===== src/sv/dpcm_pkg.sv =====
// Shared types, constants and a helper function for the daltonize pixel color matrix.
`timescale 1ns / 1ps

package dpcm_pkg;

	// APB register map: two 32-bit registers at byte addresses 0 and 4.
	localparam int ADDR_W = 3;
	localparam int DATA_W = 32;
	localparam logic REG_MODE      = 1'b0;
	localparam logic REG_INTENSITY = 1'b1;

	localparam logic [1:0] MODE_IDENT = 2'd0;

	localparam logic [6:0] PCT_MAX = 7'd100;
	// t = floor(pct * 65536 / 100) is taken as (pct * T_RECIP) >> T_SHIFT,
	// which is exact for every pct from 0 to 100.
	localparam logic [21:0] T_RECIP = 22'd2684355;
	localparam int T_SHIFT = 12;
	localparam int T_W = 17;
	localparam logic [T_W-1:0] FX_ONE = 17'h10000;

	localparam logic [7:0] CHAN_MAX = 8'd255;

	typedef logic signed [17:0] coef_t;
	typedef coef_t [8:0] coef_mat_t;

	localparam coef_t COEF_ONE = 18'sd65536;

	// Simulation tables for protan, deutan and tritan, row-major.
	localparam logic [15:0] SIM_TAB [3][9] = '{
		'{16'd37160, 16'd28384, 16'd0, 16'd36569, 16'd28966, 16'd0,
		  16'd0, 16'd15859, 16'd49676},
		'{16'd41156, 16'd24379, 16'd0, 16'd45875, 16'd19660, 16'd0,
		  16'd0, 16'd19660, 16'd45875},
		'{16'd62259, 16'd3276, 16'd0, 16'd0, 16'd28384, 16'd37160,
		  16'd0, 16'd31129, 16'd34406}
	};

	function automatic coef_mat_t ident_mat();
		coef_mat_t m;
		for (int i = 0; i < 9; i++) begin
			m[i] = (i % 4 == 0) ? COEF_ONE : '0;
		end
		return m;
	endfunction

endpackage


===== src/sv/dpcm_cfg.sv =====
// APB configuration registers and coefficient matrix rebuild.
`timescale 1ns / 1ps

module dpcm_cfg import dpcm_pkg::*; (
	input  logic              clk,
	input  logic              arst_n,
	input  logic              psel,
	input  logic              penable,
	input  logic              pwrite,
	input  logic [ADDR_W-1:0] paddr,
	input  logic [DATA_W-1:0] pwdata,
	output logic [DATA_W-1:0] prdata,
	output logic              pready,
	output coef_mat_t         coef,
	output logic              busy
);

	localparam logic [1:0] RB_IDLE = 2'd0;
	localparam logic [1:0] RB_T    = 2'd1;
	localparam logic [1:0] RB_COEF = 2'd2;

	logic [1:0]     rb_state_q;
	logic [1:0]     mode_q;
	logic [6:0]     intensity_q;
	logic [T_W-1:0] t_q;
	coef_mat_t      coef_q;

	logic           wr;
	logic           reg_idx;
	logic [6:0]     pct;
	logic [28:0]    t_prod;
	logic [T_W-1:0] t_calc;
	logic [1:0]     sim_sel;
	coef_mat_t      coef_next;

	assign wr      = psel && penable && pwrite;
	assign reg_idx = paddr[2];
	assign pready  = 1'b1;
	assign prdata  = (reg_idx == REG_MODE) ? {30'b0, mode_q} : {25'b0, intensity_q};
	assign coef    = coef_q;
	assign busy    = (rb_state_q != RB_IDLE);

	assign pct     = (intensity_q > PCT_MAX) ? PCT_MAX : intensity_q;
	assign t_prod  = 29'(pct) * 29'(T_RECIP);
	assign t_calc  = t_prod[T_SHIFT +: T_W];
	assign sim_sel = mode_q - 2'd1;

	for (genvar i = 0; i < 9; i++) begin : g_lane
		localparam bit DIAG = (i % 4 == 0);
		logic signed [18:0] c;
		logic signed [36:0] prod;
		logic signed [19:0] base;
		logic signed [19:0] sum;

		always_comb begin
			c    = (DIAG ? 19'sd131072 : 19'sd0) - $signed({3'b0, SIM_TAB[sim_sel][i]});
			prod = c * $signed({20'b0, t_q});
			base = DIAG ? $signed(20'(FX_ONE - t_q)) : 20'sd0;
			// Arithmetic shift gives the floor for negative products.
			sum  = base + 20'(prod >>> 16);
			coef_next[i] = (mode_q == MODE_IDENT) ? COEF_ONE * coef_t'(DIAG) : sum[17:0];
		end
	end

	always_ff @(posedge clk or negedge arst_n) begin
		if (!arst_n) begin
			mode_q      <= MODE_IDENT;
			intensity_q <= '0;
			rb_state_q  <= RB_IDLE;
			coef_q      <= ident_mat();
		end else if (wr) begin
			if (reg_idx == REG_MODE) begin
				mode_q <= pwdata[1:0];
			end else begin
				intensity_q <= pwdata[6:0];
			end
			rb_state_q <= RB_T;
		end else begin
			unique case (rb_state_q)
				RB_T: begin
					rb_state_q <= RB_COEF;
				end
				RB_COEF: begin
					coef_q     <= coef_next;
					rb_state_q <= RB_IDLE;
				end
				default: begin
					rb_state_q <= RB_IDLE;
				end
			endcase
		end
	end

	always_ff @(posedge clk) begin
		if (rb_state_q == RB_T) begin
			t_q <= t_calc;
		end
	end

endmodule


===== config.mk =====
export PLATFORM = sky130hd
export DESIGN_NAME = dpcm_cfg
export DESIGN_NICKNAME = d
export VERILOG_FILES = /design/src/sv/dpcm_pkg.sv /design/src/sv/dpcm_cfg.sv
export SDC_FILE = /design/constraint.sdc
export NUM_CORES = 2
export LEC_CHECK = 0
export ABC_AREA = 0
export BUFFER_PORTS_ARGS = -buffer_cell sky130_fd_sc_hd__buf_2
export CAP_MARGIN = 20
export CELL_PAD_IN_SITES_DETAIL_PLACEMENT = 2
export CELL_PAD_IN_SITES_GLOBAL_PLACEMENT = 2
export CORE_ASPECT_RATIO = 1.4
export CORE_MARGIN = 2
export CORE_UTILIZATION = 47
export DETAILED_ROUTE_END_ITERATION = 10
export PLACE_DENSITY = 0.87
export SLEW_MARGIN = 20
export SYNTH_ARGS = -nofsm -noshare
export SYNTH_HDL_FRONTEND = slang
export SYNTH_SLANG_ARGS = --single-unit

===== constraint.sdc =====
create_clock -name clk -period 26.8 [get_ports clk]
set_clock_uncertainty 0.05 [all_clocks]
set_input_delay 2.68 -clock clk [delete_from_list [all_inputs] [get_ports clk]]
set_output_delay 2.68 -clock clk [all_outputs]
set_load 0.005 [all_outputs]

==> results_dict.tcl, run 1 <==
set metrics [dict create \
    outcome "stopped before the end" \
    haltStage "5_1_grt" \
    stop_error "[ERROR GRT-0116] Global routing finished with congestion. Check the congestion regions in the DRC Viewer." \
    yosys_warnings 0 \
    synth_seq_area_share_pct 6.282 \
    ys.flop_type "dfrtp_1" \
    async_flop_share_pct 88.96 \
    first_global_vias 68630 \
    synthTopCellsByArea "fa_1 (46%), ha_1 (19%), inv_1 (13%)" \
    yosysTopAreaCell "fa_1" \
    start_util_pct 47.38 \
    numClockSinks 154 \
    postCtsHoldBufs 0 \
    cts_inserted_buffers 17 \
    port_buffers 146 \
    overflow 2 \
    grt_start_max_net_pins 73 \
    synthCells 6355 \
    routabilityCongestion 1.015 \
    synth_edf_count 17 \
    syn_area_sq_um 62760 \
    htree_levels 4 \
    syn_area_per_cell_sq_um 9.876 \
    ctsResizeCount 0 \
    cts_setup_buffers 0 \
    synth_top_area_share_pct 46.41 \
    grt_first_pass_wirelength_mm 534.8 \
    io_pins 236 \
    cts-root-buf "clkbuf_16" \
    track_usage_pct 56.90 \
    synth_cell_types 78 \
    die_w_um 312.8 \
    die_y_um 436.4 \
    clockBufferDepth 2 \
    dp_hpwl_mm 251.9 \
    fp-row-count 158 \
    synth_seq_cells 154 \
]
[per-stage QoR]
stage	setup WS, ns	cell area (sq um)	util [%]	std cells	hold slack [ns]
after floorplan	17.29	63050	-	6432	0.4128
after global placement	14.28	65960	49.80	8283	0.4061
after detailed placement	13.84	65960	49.80	8283	0.4146
after CTS	13.39	66600	50.28	8315	0.4433
[logic make-up after synthesis]
group	Yosys count	synth area share (%)
muxes	7	0.1256
DFF	154	6.282
buffers and inverters	2255	13.87
AOI/OAI and AO/OA	541	5.610
other	2	0.01197
adders and majority gates	2392	65.09
and+or+nand+nor	794	6.060
xor gates and xnor gates	210	2.955
[metal layers]
metal	GRT overflow	GRT usage, %
met5	0	9.446
met4	1	60.18
met3	0	32.23
met2	1	83.00
met1	0	53.13
[cell usage after synthesis (all sizes together), types with 8 or more instances]
cell    number
nor2       104
a21oi      119
ha         937
buf         72
inv       2100
a31oi       10
dfrtp      134
and4         8
xor2        84
edfxtp      17
fa        1455
nand2      353
a21o        88
or2         25
a211oi      15
and3        15
or3         11
nand4       19
clkbuf      83
o21ai      158
nor2b       53
and2        74
a22o        10
o31ai       15
o21bai      14
o211ai      10
nand2b      47
xnor2      126
o21a        35
nand3       29
a21boi       8
nor3        38
==> run 2: changes to the inputs <==
--- a/config.mk
+++ b/config.mk
@@ -8,13 +8,10 @@
 export ABC_AREA = 0
 export BUFFER_PORTS_ARGS = -buffer_cell sky130_fd_sc_hd__buf_2
 export CAP_MARGIN = 20
-export CELL_PAD_IN_SITES_DETAIL_PLACEMENT = 2
-export CELL_PAD_IN_SITES_GLOBAL_PLACEMENT = 2
-export CORE_ASPECT_RATIO = 1.4
 export CORE_MARGIN = 2
-export CORE_UTILIZATION = 47
+export CORE_UTILIZATION = 37
 export DETAILED_ROUTE_END_ITERATION = 10
-export PLACE_DENSITY = 0.87
+export PLACE_DENSITY_LB_ADDON = 0.15
 export SLEW_MARGIN = 20
 export SYNTH_ARGS = -nofsm -noshare
 export SYNTH_HDL_FRONTEND = slang
==> run 2 against run 1 <==
  * Area after synthesis stayed put
  * Synthesized cell count is the same
  * The flow now finishes without violations
==> results_dict.tcl, run 2 <==
set metrics [dict create \
    outcome "complete, no violations" \
    synth_common_cells "inv_1 (2099), fa_1 (1455), ha_1 (937)" \
    area_growth_pct 7.263 \
    antenna_found_initial 9 \
    setup-violations-final 0 \
    vias_per_cell 4.865 \
    synth_cell_types 78 \
    clkTransAtPathRegs_ns 0.10 \
    drc 0 \
    tightest_slew_ns 1.147 \
    clk_latency_ns 0.53 \
    rr_startpoint "mode_q[0]" \
    postRouteAntennaNets 0 \
    clockBufferDepth 2 \
    reg2reg_slack_ns 14.59 \
    critPathLaunchType "flop" \
    r2r-end "coef[161]" \
    critPathLaunch "mode_q[0]" \
    hold_path_class "reg -> reg" \
    synth_seq_cells 154 \
    synth_edf_count 17 \
    clock.fmax_ghz 0.08193 \
    synthCells 6355 \
    crit_required_ns 27.18 \
    postCtsHoldBufs 0 \
    drv_slew 0 \
    synth_xor_area_share_pct 2.954 \
    htree_levels 4 \
    die_area_sq_um 172900 \
    start_util_pct 37.16 \
    async_flop_share_pct 88.96 \
    synth_top_family_by_area "adder cells" \
    numClockSinks 154 \
    fin_nets 8992 \
    syn_area_per_cell_sq_um 9.876 \
    cts_tree "done" \
    overflow 0 \
    postLayoutCoreUtil_pct 39.86 \
    io_pins 236 \
    largest_register_ffs 126 \
    core_area_sq_um 168900 \
    cp-end-kind "flop" \
    grt_start_max_net_pins 97 \
    synth_seq_area_share_pct 6.282 \
    first_iter_violations 2711 \
    maxCapViolCount 0 \
    synth-adder-area-share_pct 65.09 \
    reg2reg_depth 41 \
    syn_area_sq_um 62760 \
    final_cell_mix "inv_1 (2098), fa_1 (1455), ha_1 (935)" \
    drive_above_1_share_pct 5.416 \
    cts_setup_buffers 0 \
    synth_mux_area_share_pct 0.1256 \
    synth_top_area_share_pct 46.41 \
    wl_per_cell_um 24.34 \
    cp_slowest_cell "inv_1" \
    cts-root-buf "clkbuf_16" \
    crit_arrival_ns 12.59 \
    first_global_vias 46220 \
    fin_setup_tns_ns 0 \
    ctsResizeCount 0 \
    n_fill_cell 17170 \
    crit_fanout 28 \
    synthSimpleGateAreaFrac_pct 6.060 \
    slowest_delay_ns 0.86 \
    synth_compound_area_share_pct 5.610 \
    layout_commonest_cell "inv_1" \
    fp-row-count 151 \
    dp_hpwl_mm 180.5 \
    ys.flop_type "dfrtp_1" \
    rsz0062_at_grt "no" \
    min_period_over_period_pct 45.54 \
    yosysTopAreaCell "fa_1" \
    worst-setup-path-type "reg -> reg" \
    die_y_um 415.9 \
    routed_wl_mm 214.1 \
    track_usage_pct 25.70 \
    routabilityCongestion 0.9598 \
    port_buffers 146 \
    max_slew_margin_pct 23.44 \
    drt_pass1_iterations 5 \
    dp_worst_setup_slack_ns 14.78 \
    regArea_sq_um 3943 \
    die_w_um 415.9 \
    yosys_warnings 0 \
    vias 42780 \
    final_area_sq_um 67320 \
    multiInputGateArea_sq_um 50460 \
    grt_first_pass_wirelength_mm 317.2 \
    endpoint "coef[161]" \
    place_area_sq_um 66690 \
    synth.most_common_cell "inv_1" \
    min_period_ns 12.21 \
    setup_ws_ns 14.59 \
    cts_inserted_buffers 17 \
    hold_violations 0 \
    synthTopCellsByArea "fa_1 (46%), ha_1 (19%), inv_1 (13%)" \
]
-- run 2: cell counts after synthesis --
Identical to the previous run, type by type.
-- run 2: layer usage --
layer / up-vias / part of all wire [%] / global-route usage (%) / routed length (um)
li1: 19110 / - / - / -
met1: 22070 / 42 / 34.20 / 90930
met2: 1279 / 47 / 41.64 / 99650
met3: 308 / 6.3 / 4.654 / 13460
met4: 4 / 4.7 / 9.794 / 10000
met5: - / 0.0093 / 0 / 20
-- run 2: layout make-up --
type	instances	area share (%)
flip-flops and latches	154	5.856
clock inverters	15	0.2844
inverters	2100	11.71
well taps	2218	4.122
repair buffers	264	2.429
clock buffers	17	0.6319
multi-input cells	4023	74.96
diodes	2	0.007434
-- run 2: logic make-up after synthesis --
logic type	Yosys count
AOI/OAI and AO/OA	541
xor gates and xnor gates	210
adders and majority gates	2392
buffers and inverters	2255
DFF	154
muxes	7
other	2
and+or+nand+nor	794
-- run 2: per-stage QoR --
stage / std cells / hold slack [ns]
3_3_place_gp: 8759 / 0.4042
4_1_cts: 8791 / 0.4211
3_5_place_dp: 8759 / 0.4046
6_report: 8793 / 0.4166
2_1_floorplan: 6432 / 0.4128
5_1_grt: 8791 / 0.4469
-- run 2: critical path: cells and delay by family (launching register included) --
| kind | cells | cell delay, ns |
|---|---|---|
| AO/OA/AOI/OAI | 12 | 3.27 |
| XOR/XNOR | 1 | 0.18 |
| adder cells (fa/ha/maj) | 9 | 3.84 |
| buffers and inverters | 10 | 2.52 |
| flip-flops | 1 | 0.32 |
| AND/OR/NAND/NOR | 9 | 1.91 |
-- run 2: how the worst min path moves through the flow --
stage          slack, ns       end     start  depth (start not counted)
3_3_place_gp        0.40  coef[32]  coef[32]                          2
6_report            0.42  coef[32]  coef[32]                          2
2_1_floorplan       0.41  coef[32]  coef[32]                          2
3_5_place_dp        0.40  coef[32]  coef[32]                          2
5_1_grt             0.45  coef[32]  coef[32]                          2
4_1_cts             0.42  coef[32]  coef[32]                          2
Power of run 2 is left out: the tool's default activity adds up to more than one toggle a clock period on the data nets, which glitch-free logic cannot reach.
