### config.mk
export PLATFORM = sky130hd
export DESIGN_NAME = dpcm_datapath_flat
export DESIGN_NICKNAME = d
export VERILOG_FILES = /design/src/sv/dpcm_pkg.sv /design/src/sv/dpcm_if.sv /design/src/sv/dpcm_datapath.sv /design/src/flat_wrapper.sv
export SDC_FILE = /design/constraint.sdc
export NUM_CORES = 2
export LEC_CHECK = 0
export ABC_AREA = 1
export BUFFER_PORTS_ARGS = -buffer_cell sky130_fd_sc_hd__clkbuf_2
export CAP_MARGIN = 10
export CORE_MARGIN = 1.5
export CORE_UTILIZATION = 61
export CTS_BUF_LIST = sky130_fd_sc_hd__clkbuf_4 sky130_fd_sc_hd__clkbuf_8
export DETAILED_ROUTE_END_ITERATION = 16
export MAX_ROUTING_LAYER = met4
export PLACE_DENSITY = 0.79
export SYNTH_ARGS = -nofsm -noshare
export SYNTH_HDL_FRONTEND = slang
export SYNTH_SLANG_ARGS = --single-unit
### constraint.sdc
create_clock -name clk -period 19 [get_ports clk]
set_input_delay 3.8 -clock clk [delete_from_list [all_inputs] [get_ports clk]]
set_output_delay 3.8 -clock clk [all_outputs]
set_load 0.01 [all_outputs]
### src/sv/dpcm_pkg.sv
// Shared types, constants and a helper function for the daltonize pixel color matrix.
`timescale 1ns / 1ps

package dpcm_pkg;

	// APB register map: two 32-bit registers at byte addresses 0 and 4.
	localparam int ADDR_W = 3;
	localparam int DATA_W = 32;
	localparam logic REG_MODE      = 1'b0;
	localparam logic REG_INTENSITY = 1'b1;

	localparam logic [1:0] MODE_IDENT = 2'd0;

	localparam logic [6:0] PCT_MAX = 7'd100;
	// t = floor(pct * 65536 / 100) is taken as (pct * T_RECIP) >> T_SHIFT,
	// which is exact for every pct from 0 to 100.
	localparam logic [21:0] T_RECIP = 22'd2684355;
	localparam int T_SHIFT = 12;
	localparam int T_W = 17;
	localparam logic [T_W-1:0] FX_ONE = 17'h10000;

	localparam logic [7:0] CHAN_MAX = 8'd255;

	typedef logic signed [17:0] coef_t;
	typedef coef_t [8:0] coef_mat_t;

	localparam coef_t COEF_ONE = 18'sd65536;

	// Simulation tables for protan, deutan and tritan, row-major.
	localparam logic [15:0] SIM_TAB [3][9] = '{
		'{16'd37160, 16'd28384, 16'd0, 16'd36569, 16'd28966, 16'd0,
		  16'd0, 16'd15859, 16'd49676},
		'{16'd41156, 16'd24379, 16'd0, 16'd45875, 16'd19660, 16'd0,
		  16'd0, 16'd19660, 16'd45875},
		'{16'd62259, 16'd3276, 16'd0, 16'd0, 16'd28384, 16'd37160,
		  16'd0, 16'd31129, 16'd34406}
	};

	function automatic coef_mat_t ident_mat();
		coef_mat_t m;
		for (int i = 0; i < 9; i++) begin
			m[i] = (i % 4 == 0) ? COEF_ONE : '0;
		end
		return m;
	endfunction

endpackage

### src/sv/dpcm_if.sv
// Valid/ready channel interfaces for input and output pixels.
`timescale 1ns / 1ps

interface dpcm_in_if;
	logic       valid;
	logic       ready;
	logic [7:0] alpha_in;
	logic [7:0] red_in;
	logic [7:0] green_in;
	logic [7:0] blue_in;
	logic       last_in_line;

	modport source (output valid, alpha_in, red_in, green_in, blue_in, last_in_line,
		input ready);
	modport sink (input valid, alpha_in, red_in, green_in, blue_in, last_in_line,
		output ready);
endinterface

interface dpcm_out_if;
	logic       valid;
	logic       ready;
	logic [7:0] alpha_out;
	logic [7:0] red_out;
	logic [7:0] green_out;
	logic [7:0] blue_out;
	logic       last_out;

	modport source (output valid, alpha_out, red_out, green_out, blue_out, last_out,
		input ready);
	modport sink (input valid, alpha_out, red_out, green_out, blue_out, last_out,
		output ready);
endinterface

### src/sv/dpcm_datapath.sv
// Two-register pixel pipeline: input register, matrix multiply and clamp, result register.
`timescale 1ns / 1ps

module dpcm_datapath import dpcm_pkg::*; (
	input  logic      clk,
	input  logic      arst_n,
	input  coef_mat_t coef,
	input  logic      hold,
	dpcm_in_if.sink   pix_in,
	dpcm_out_if.source pix_out
);

	logic       v1_q;
	logic       v2_q;
	logic       en1;
	logic       en2;
	logic       take;

	logic [7:0] alpha_s1;
	logic [7:0] red_s1;
	logic [7:0] green_s1;
	logic [7:0] blue_s1;
	logic       last_s1;

	logic [7:0] alpha_s2;
	logic [7:0] red_s2;
	logic [7:0] green_s2;
	logic [7:0] blue_s2;
	logic       last_s2;

	logic [7:0]         ch  [3];
	logic signed [28:0] acc [3];
	logic [7:0]         res [3];

	function automatic logic [7:0] clamp_chan(input logic signed [12:0] q);
		logic [7:0] r;
		priority if (q < 13'sd0) begin
			r = 8'd0;
		end else if (q > $signed({5'b0, CHAN_MAX})) begin
			r = CHAN_MAX;
		end else begin
			r = q[7:0];
		end
		return r;
	endfunction

	// Each stage advances when the one after it is empty or draining.
	assign en2  = !v2_q || pix_out.ready;
	assign en1  = !v1_q || en2;
	assign take = en1 && !hold && pix_in.valid;

	assign pix_in.ready      = en1 && !hold;
	assign pix_out.valid     = v2_q;
	assign pix_out.alpha_out = alpha_s2;
	assign pix_out.red_out   = red_s2;
	assign pix_out.green_out = green_s2;
	assign pix_out.blue_out  = blue_s2;
	assign pix_out.last_out  = last_s2;

	always_comb begin
		ch[0] = red_s1;
		ch[1] = green_s1;
		ch[2] = blue_s1;
		for (int r = 0; r < 3; r++) begin
			acc[r] = '0;
			for (int k = 0; k < 3; k++) begin
				acc[r] = acc[r] + 29'($signed(coef[3 * r + k]) * $signed({1'b0, ch[k]}));
			end
			res[r] = clamp_chan($signed(acc[r][28:16]));
		end
	end

	always_ff @(posedge clk or negedge arst_n) begin
		if (!arst_n) begin
			v1_q <= 1'b0;
			v2_q <= 1'b0;
		end else begin
			if (en1) begin
				v1_q <= take;
			end
			if (en2) begin
				v2_q <= v1_q;
			end
		end
	end

	always_ff @(posedge clk) begin
		if (take) begin
			alpha_s1 <= pix_in.alpha_in;
			red_s1   <= pix_in.red_in;
			green_s1 <= pix_in.green_in;
			blue_s1  <= pix_in.blue_in;
			last_s1  <= pix_in.last_in_line;
		end
		if (en2 && v1_q) begin
			alpha_s2 <= alpha_s1;
			red_s2   <= res[0];
			green_s2 <= res[1];
			blue_s2  <= res[2];
			last_s2  <= last_s1;
		end
	end

endmodule

### src/flat_wrapper.sv
// flat-port wrapper written by rule: the top's interface ports become plain ports
module dpcm_datapath_flat import dpcm_pkg::*;
  (clk, arst_n, coef, hold, pix_in_valid, pix_in_alpha_in, pix_in_red_in, pix_in_green_in, pix_in_blue_in, pix_in_last_in_line, pix_in_ready, pix_out_valid, pix_out_alpha_out, pix_out_red_out, pix_out_green_out, pix_out_blue_out, pix_out_last_out, pix_out_ready);
  dpcm_in_if pix_in_i ();
  dpcm_out_if pix_out_i ();
  input  logic clk;
  input  logic arst_n;
  input  coef_mat_t coef;
  input  logic hold;
  input wire logic [$bits(pix_in_i.valid)-1:0] pix_in_valid;
  input wire logic [$bits(pix_in_i.alpha_in)-1:0] pix_in_alpha_in;
  input wire logic [$bits(pix_in_i.red_in)-1:0] pix_in_red_in;
  input wire logic [$bits(pix_in_i.green_in)-1:0] pix_in_green_in;
  input wire logic [$bits(pix_in_i.blue_in)-1:0] pix_in_blue_in;
  input wire logic [$bits(pix_in_i.last_in_line)-1:0] pix_in_last_in_line;
  output wire logic [$bits(pix_in_i.ready)-1:0] pix_in_ready;
  output wire logic [$bits(pix_out_i.valid)-1:0] pix_out_valid;
  output wire logic [$bits(pix_out_i.alpha_out)-1:0] pix_out_alpha_out;
  output wire logic [$bits(pix_out_i.red_out)-1:0] pix_out_red_out;
  output wire logic [$bits(pix_out_i.green_out)-1:0] pix_out_green_out;
  output wire logic [$bits(pix_out_i.blue_out)-1:0] pix_out_blue_out;
  output wire logic [$bits(pix_out_i.last_out)-1:0] pix_out_last_out;
  input wire logic [$bits(pix_out_i.ready)-1:0] pix_out_ready;
  assign pix_in_i.valid = pix_in_valid;
  assign pix_in_i.alpha_in = pix_in_alpha_in;
  assign pix_in_i.red_in = pix_in_red_in;
  assign pix_in_i.green_in = pix_in_green_in;
  assign pix_in_i.blue_in = pix_in_blue_in;
  assign pix_in_i.last_in_line = pix_in_last_in_line;
  assign pix_in_ready = pix_in_i.ready;
  assign pix_out_valid = pix_out_i.valid;
  assign pix_out_alpha_out = pix_out_i.alpha_out;
  assign pix_out_red_out = pix_out_i.red_out;
  assign pix_out_green_out = pix_out_i.green_out;
  assign pix_out_blue_out = pix_out_i.blue_out;
  assign pix_out_last_out = pix_out_i.last_out;
  assign pix_out_i.ready = pix_out_ready;
  dpcm_datapath u_core (.clk(clk), .arst_n(arst_n), .coef(coef), .hold(hold), .pix_in(pix_in_i), .pix_out(pix_out_i));
endmodule
**Word level (Yosys, flattened, before mapping)**

Cells that the tools add are included.

- Register bits: 68
- Output and inout port bits: 35
- Logic and storage cells: 44
- Input port bits: 200

- Reduce and logical (&&, ||, !) cells: 8
- Multipliers: 9
- Mux-type cells: 3
- Order comparisons: 6
- Add/sub/neg operators: 6

Operators by type and width:

| cell | number |
|---|---|
| $mul A18 B9 Y27 | 9 |
| $add A29 B29 Y29 | 6 |
| $gt A13 B9 Y1 const B | 3 |
| $lt A13 B1 Y1 const B | 3 |
| $mux W8 | 3 |
| $logic_and A1 B1 Y1 | 3 |
| $logic_not A1 Y1 | 3 |
| $logic_or A1 B1 Y1 | 2 |

**Logic depth before layout (Yosys ltp)**

- Word-level depth: 5
- Gate-level depth with buffers: 40
- Gate-level depth less buffers: 38

**Worst setup path after synthesis**

No wires, ideal clock.

- Path type: in2reg
- Start: input coef[17] (netlist bit)
- End: register u_core.red_s2[0] (netlist: u_core.pix_out.red_out[0]), data pin
- Library setup time: 0.262 ns
- Stages: 34
- Required time: 18.738 ns
- Arrival: 9.528 ns
- Setup slack: 9.210 ns
- Path buffers: 1
- Cell sequence: clkbuf_1 > nand2_1 > inv_1 > fa_1 > inv_1 > fa_1 > inv_1 > fa_1 > inv_1 > fa_1 > inv_1 > ha_1 > nand2_1 > nor2_1 > inv_1 > nor2_1 > nand4_1 > nand3_1 > a31oi_1 > xor2_1 > fa_1 > inv_1 > ha_1 > nand2_1 > nor2_1 > inv_1 > nor3_2 > nand2_1 > nand2_1 > nand2_1 > nand2_1 > nand3_1 > nor2_4 > a21oi_1

- Cells in the longest elaborated chain, start to end: 5
- Elaborated cells between the ends (all ways): 6
- Those cells by class: 2 x add/sub; 1 x mul; 2 x order compare; 1 x mux

Ends and longest elaborated chain:

| item | RTL line | RTL |
|---|---|---|
| from (decl) | flat_wrapper.sv:8 | `input coef_mat_t coef;` |
| $mul A18 B9 Y27 (*) | dpcm_datapath.sv:67 | `acc[r] = acc[r] + 29'($signed(coef[3 * r + k]) * $signed({1'b0, ch[k]}));` |
| $add A29 B29 Y29 (*) (2 in series) | dpcm_datapath.sv:67 |  |
| $gt A13 B9 Y1 | dpcm_datapath.sv:39 | `end else if (q > $signed({5'b0, CHAN_MAX})) begin` |
| $mux W8 | dpcm_datapath.sv:39 |  |
| to (signal assigned) | dpcm_datapath.sv:97 | `red_s2 <= res[0];` |
| to (decl) | dpcm_datapath.sv:26 | `logic [7:0] red_s2;` |

Mark *: on every way between the ends. The rest lies on a longest branch, timed or not.
A chain may end at the register's enable or synchronous reset.

**Final worst setup path**

- Start: input coef[71] (netlist bit)
- End: register u_core.green_s2[1] (netlist: u_core.pix_out.green_out[1]), data pin

- Cells in the longest elaborated chain, start to end: 5
- Elaborated cells between the ends (all ways): 6
- Those cells by class: 2 x add/sub; 1 x mul; 2 x order compare; 1 x mux

Ends and longest elaborated chain:

| item | RTL line | RTL |
|---|---|---|
| $mul A18 B9 Y27 (*) | dpcm_datapath.sv:67 |  |
| $add A29 B29 Y29 (*) (2 in series) | dpcm_datapath.sv:67 |  |
| $gt A13 B9 Y1 | dpcm_datapath.sv:39 |  |
| $mux W8 | dpcm_datapath.sv:39 |  |
| to (signal assigned) | dpcm_datapath.sv:98 | `green_s2 <= res[1];` |
| to (decl) | dpcm_datapath.sv:27 | `logic [7:0] green_s2;` |

Marked as above.

==> results.json <==
{
  "synth-edff-count": 66,
  "cp_max_fo": 8,
  "synth_area_leaders": "fa_1 38%, inv_1 18%, nand2_1 13%, ha_1 12%, edfxtp_1 3.4%",
  "routed_wl_mm": 144,
  "hp-start": "u_core.alpha_s1[6]",
  "synth_nets": 9944,
  "finalHoldViolations": 0,
  "ioPinCount": 235,
  "clk_path_buf_depth": 2,
  "fmax_ghz": 0.0963,
  "vias": 47300,
  "wl_per_cell_um": 15.4,
  "critPathMaxStageDelay_ns": 0.71,
  "clock_latency_ns": 0.48,
  "drtIter0Drc": 2716,
  "antenna_found_initial": 15,
  "synthTopCellsByCount": "2710 x inv_1, 1997 x nand2_1, 1104 x fa_1",
  "r2r_slack_ns": 10.78,
  "crit_required_ns": 19.21,
  "critPathBufInv": 7,
  "arrival_ns": 10.60,
  "critPathMostFrequentCell": "inv_1",
  "critical_path_class": "in2reg",
  "yosysMostFrequentCell": "inv_1",
  "setup_viol_count_final": 0,
  "final_max_slew_viol_count": 0,
  "grtUsageMet3": 0.0315,
  "grt_pass1_wl_mm": 243,
  "met2_usage": 0.577,
  "hold_path.class": "reg2reg",
  "cts_hold_buffers": 0,
  "grt_overflow": 0,
  "place.gp.congestion": 0.992,
  "r2r-end": "u_core.pix_out.red_out[1]",
  "holdPathEnd": "u_core.pix_out.alpha_out[6]",
  "synth.top_cell.area_share": 0.382,
  "rsz0062_at_grt": "false",
  "initial_core_util": 0.618,
  "final_layout_size_suffix_gt1_frac": 0.0377,
  "die_y_um": 311,
  "cts_setup_buffers": 0,
  "dp.final_hpwl_mm": 124,
  "grt_pass1_vias": 50500,
  "status": "complete, no violations",
  "critPathCaptureType": "register",
  "htree_levels": 3,
  "max_cap_viol_count": 0,
  "synth_top_cell_by_area": "fa_1",
  "grtUsageTotal": 0.320,
  "dieWidth_um": 311,
  "synthesis.area_um2": 57900,
  "core_um2": 93700,
  "grt.busiest_layer": "met2",
  "num_rows": 112,
  "area_growth_pct": 3.24,
  "post-route-min-period_ns": 10.39,
  "cts_resized": 0,
  "worstMarginPinSlew_ns": 1.07,
  "final_antenna_net_count": 0,
  "ys_ff_latch": 68,
  "io_buffers": 234,
  "finClkSkew_ns": 0.0407,
  "viasPerCell": 5.08,
  "grt_max_degree": 55,
  "path_clk_slew_ns": 0.12,
  "fp.dieArea_um2": 96800,
  "synth_flop_cell": "edfxtp_1",
  "ff2ff_path_depth": 32,
  "cts_buffers": 9,
  "cp-start-kind": "input pin",
  "grt_use_met1": 0.356,
  "syn_avg_cell_area_um2": 7.17,
  "cts_tree": "yes",
  "drt_pass1_iterations": 8,
  "drcViolationCount": 0,
  "cp_top_family": "adder cells",
  "slew_headroom": 0.288,
  "cts_num_sinks": 68,
  "synth.distinct_cells": 46,
  "synthCells": 8073,
  "r2r_start": "u_core.red_s1[3]",
  "setup_tns_ns": 0,
  "slowest_stage": "fa_1",
  "ys_seq_area_frac": 0.0351,
  "yosysWarnings": 0,
  "async_flop_share": 0.0294,
  "root_buffer": "clkbuf_8",
  "holdPathStages": 0,
  "finalCritPeriodShare": 0.547,
  "fin_nets": 9909
}
-- stage by stage --
stage | std cells | utilization | instance area (µm²) | setup WS, ns | hold WS, ns
after floorplan | 8073 | - | 57900 | 9.21 | 0.400
after global placement | 9281 | 0.635 | 59500 | 8.26 | 0.401
after detailed placement | 9281 | 0.635 | 59500 | 8.20 | 0.405
after CTS | 9297 | 0.637 | 59700 | 8.71 | 0.401
after global routing | 9311 | 0.638 | 59800 | 8.27 | 0.406
final | 9314 | 0.638 | 59800 | 8.61 | 0.395
-- kinds of logic after synthesis --
family,after synthesis,share of synthesized area
compound gates,576,0.0557
xor+xnor,240,0.0363
buf+inv,3018,0.199
flops,68,0.0351
fa+ha+maj,1671,0.504
simple gates,2500,0.170
-- layer usage --
| metal | vias to the layer above | wire length (µm) |
|---|---|---|
| li1 | 22800 | - |
| met5 | - | 0 |
| met1 | 22800 | 54900 |
| met2 | 1341 | 74800 |
| met4 | 0 | 7390 |
| met3 | 300 | 6790 |
-- cells in the final DEF (no fill, tap or decap), types with 5 or more instances in the layout --
cell      instances
nor3_1           49
nor2_1          244
o211ai_1          5
a21oi_1         310
nor4_1           14
a31oi_1          26
nor2_4            5
fa_1           1104
inv_1          2710
xor2_1          116
clkbuf_2        234
nand3b_1          9
nand3_1         132
xnor2_1         124
nand2_1        1997
o21ai_2           5
diode_2          17
a211oi_1         11
o21a_1            7
o21ai_0         124
o211a_1           6
edfxtp_1         66
a21o_1           23
nand4_1          35
o21bai_1         45
buf_4            26
clkbuf_8          9
ha_1            567
-- how the worst max path moves through the flow --
stage                        start  cells after the start  slack [ns]                           to
after floorplan           coef[17]                     34        9.21    u_core.pix_out.red_out[0]
after global placement    coef[71]                     30        8.26  u_core.pix_out.green_out[1]
after detailed placement  coef[71]                     30        8.20  u_core.pix_out.green_out[5]
after CTS                 coef[71]                     30        8.71  u_core.pix_out.green_out[1]
after global routing      coef[71]                     30        8.27  u_core.pix_out.green_out[2]
final                     coef[71]                     30        8.61  u_core.pix_out.green_out[1]
-- final cells by class --
class | count | area [µm²]
clock buffers | 9 | 124
multi-input cells | 4987 | 44400
fillers | 8518 | 34000
flip-flops and latches | 68 | 2030
inverters | 2712 | 10200
clock inverters | 7 | 81.3
repair buffers | 260 | 1370
well taps | 1254 | 1570
diodes | 17 | 42.5
-- flip-flops by register name, summed over array words and instances (netlist names) --
signal and count:
u_core.green_s1 8, u_core.pix_out.green_out 8, u_core.blue_s1 8, u_core.pix_out.alpha_out 8
u_core.pix_out.last_out 1, u_core.pix_out.valid 1, u_core.red_s1 8, u_core.alpha_s1 8
u_core.last_s1 1, u_core.pix_out.red_out 8, u_core.v1_q 1, u_core.pix_out.blue_out 8
Power is left out: the tool's default activity adds up to more than one toggle a clock period on the data nets, which glitch-free logic cannot reach.
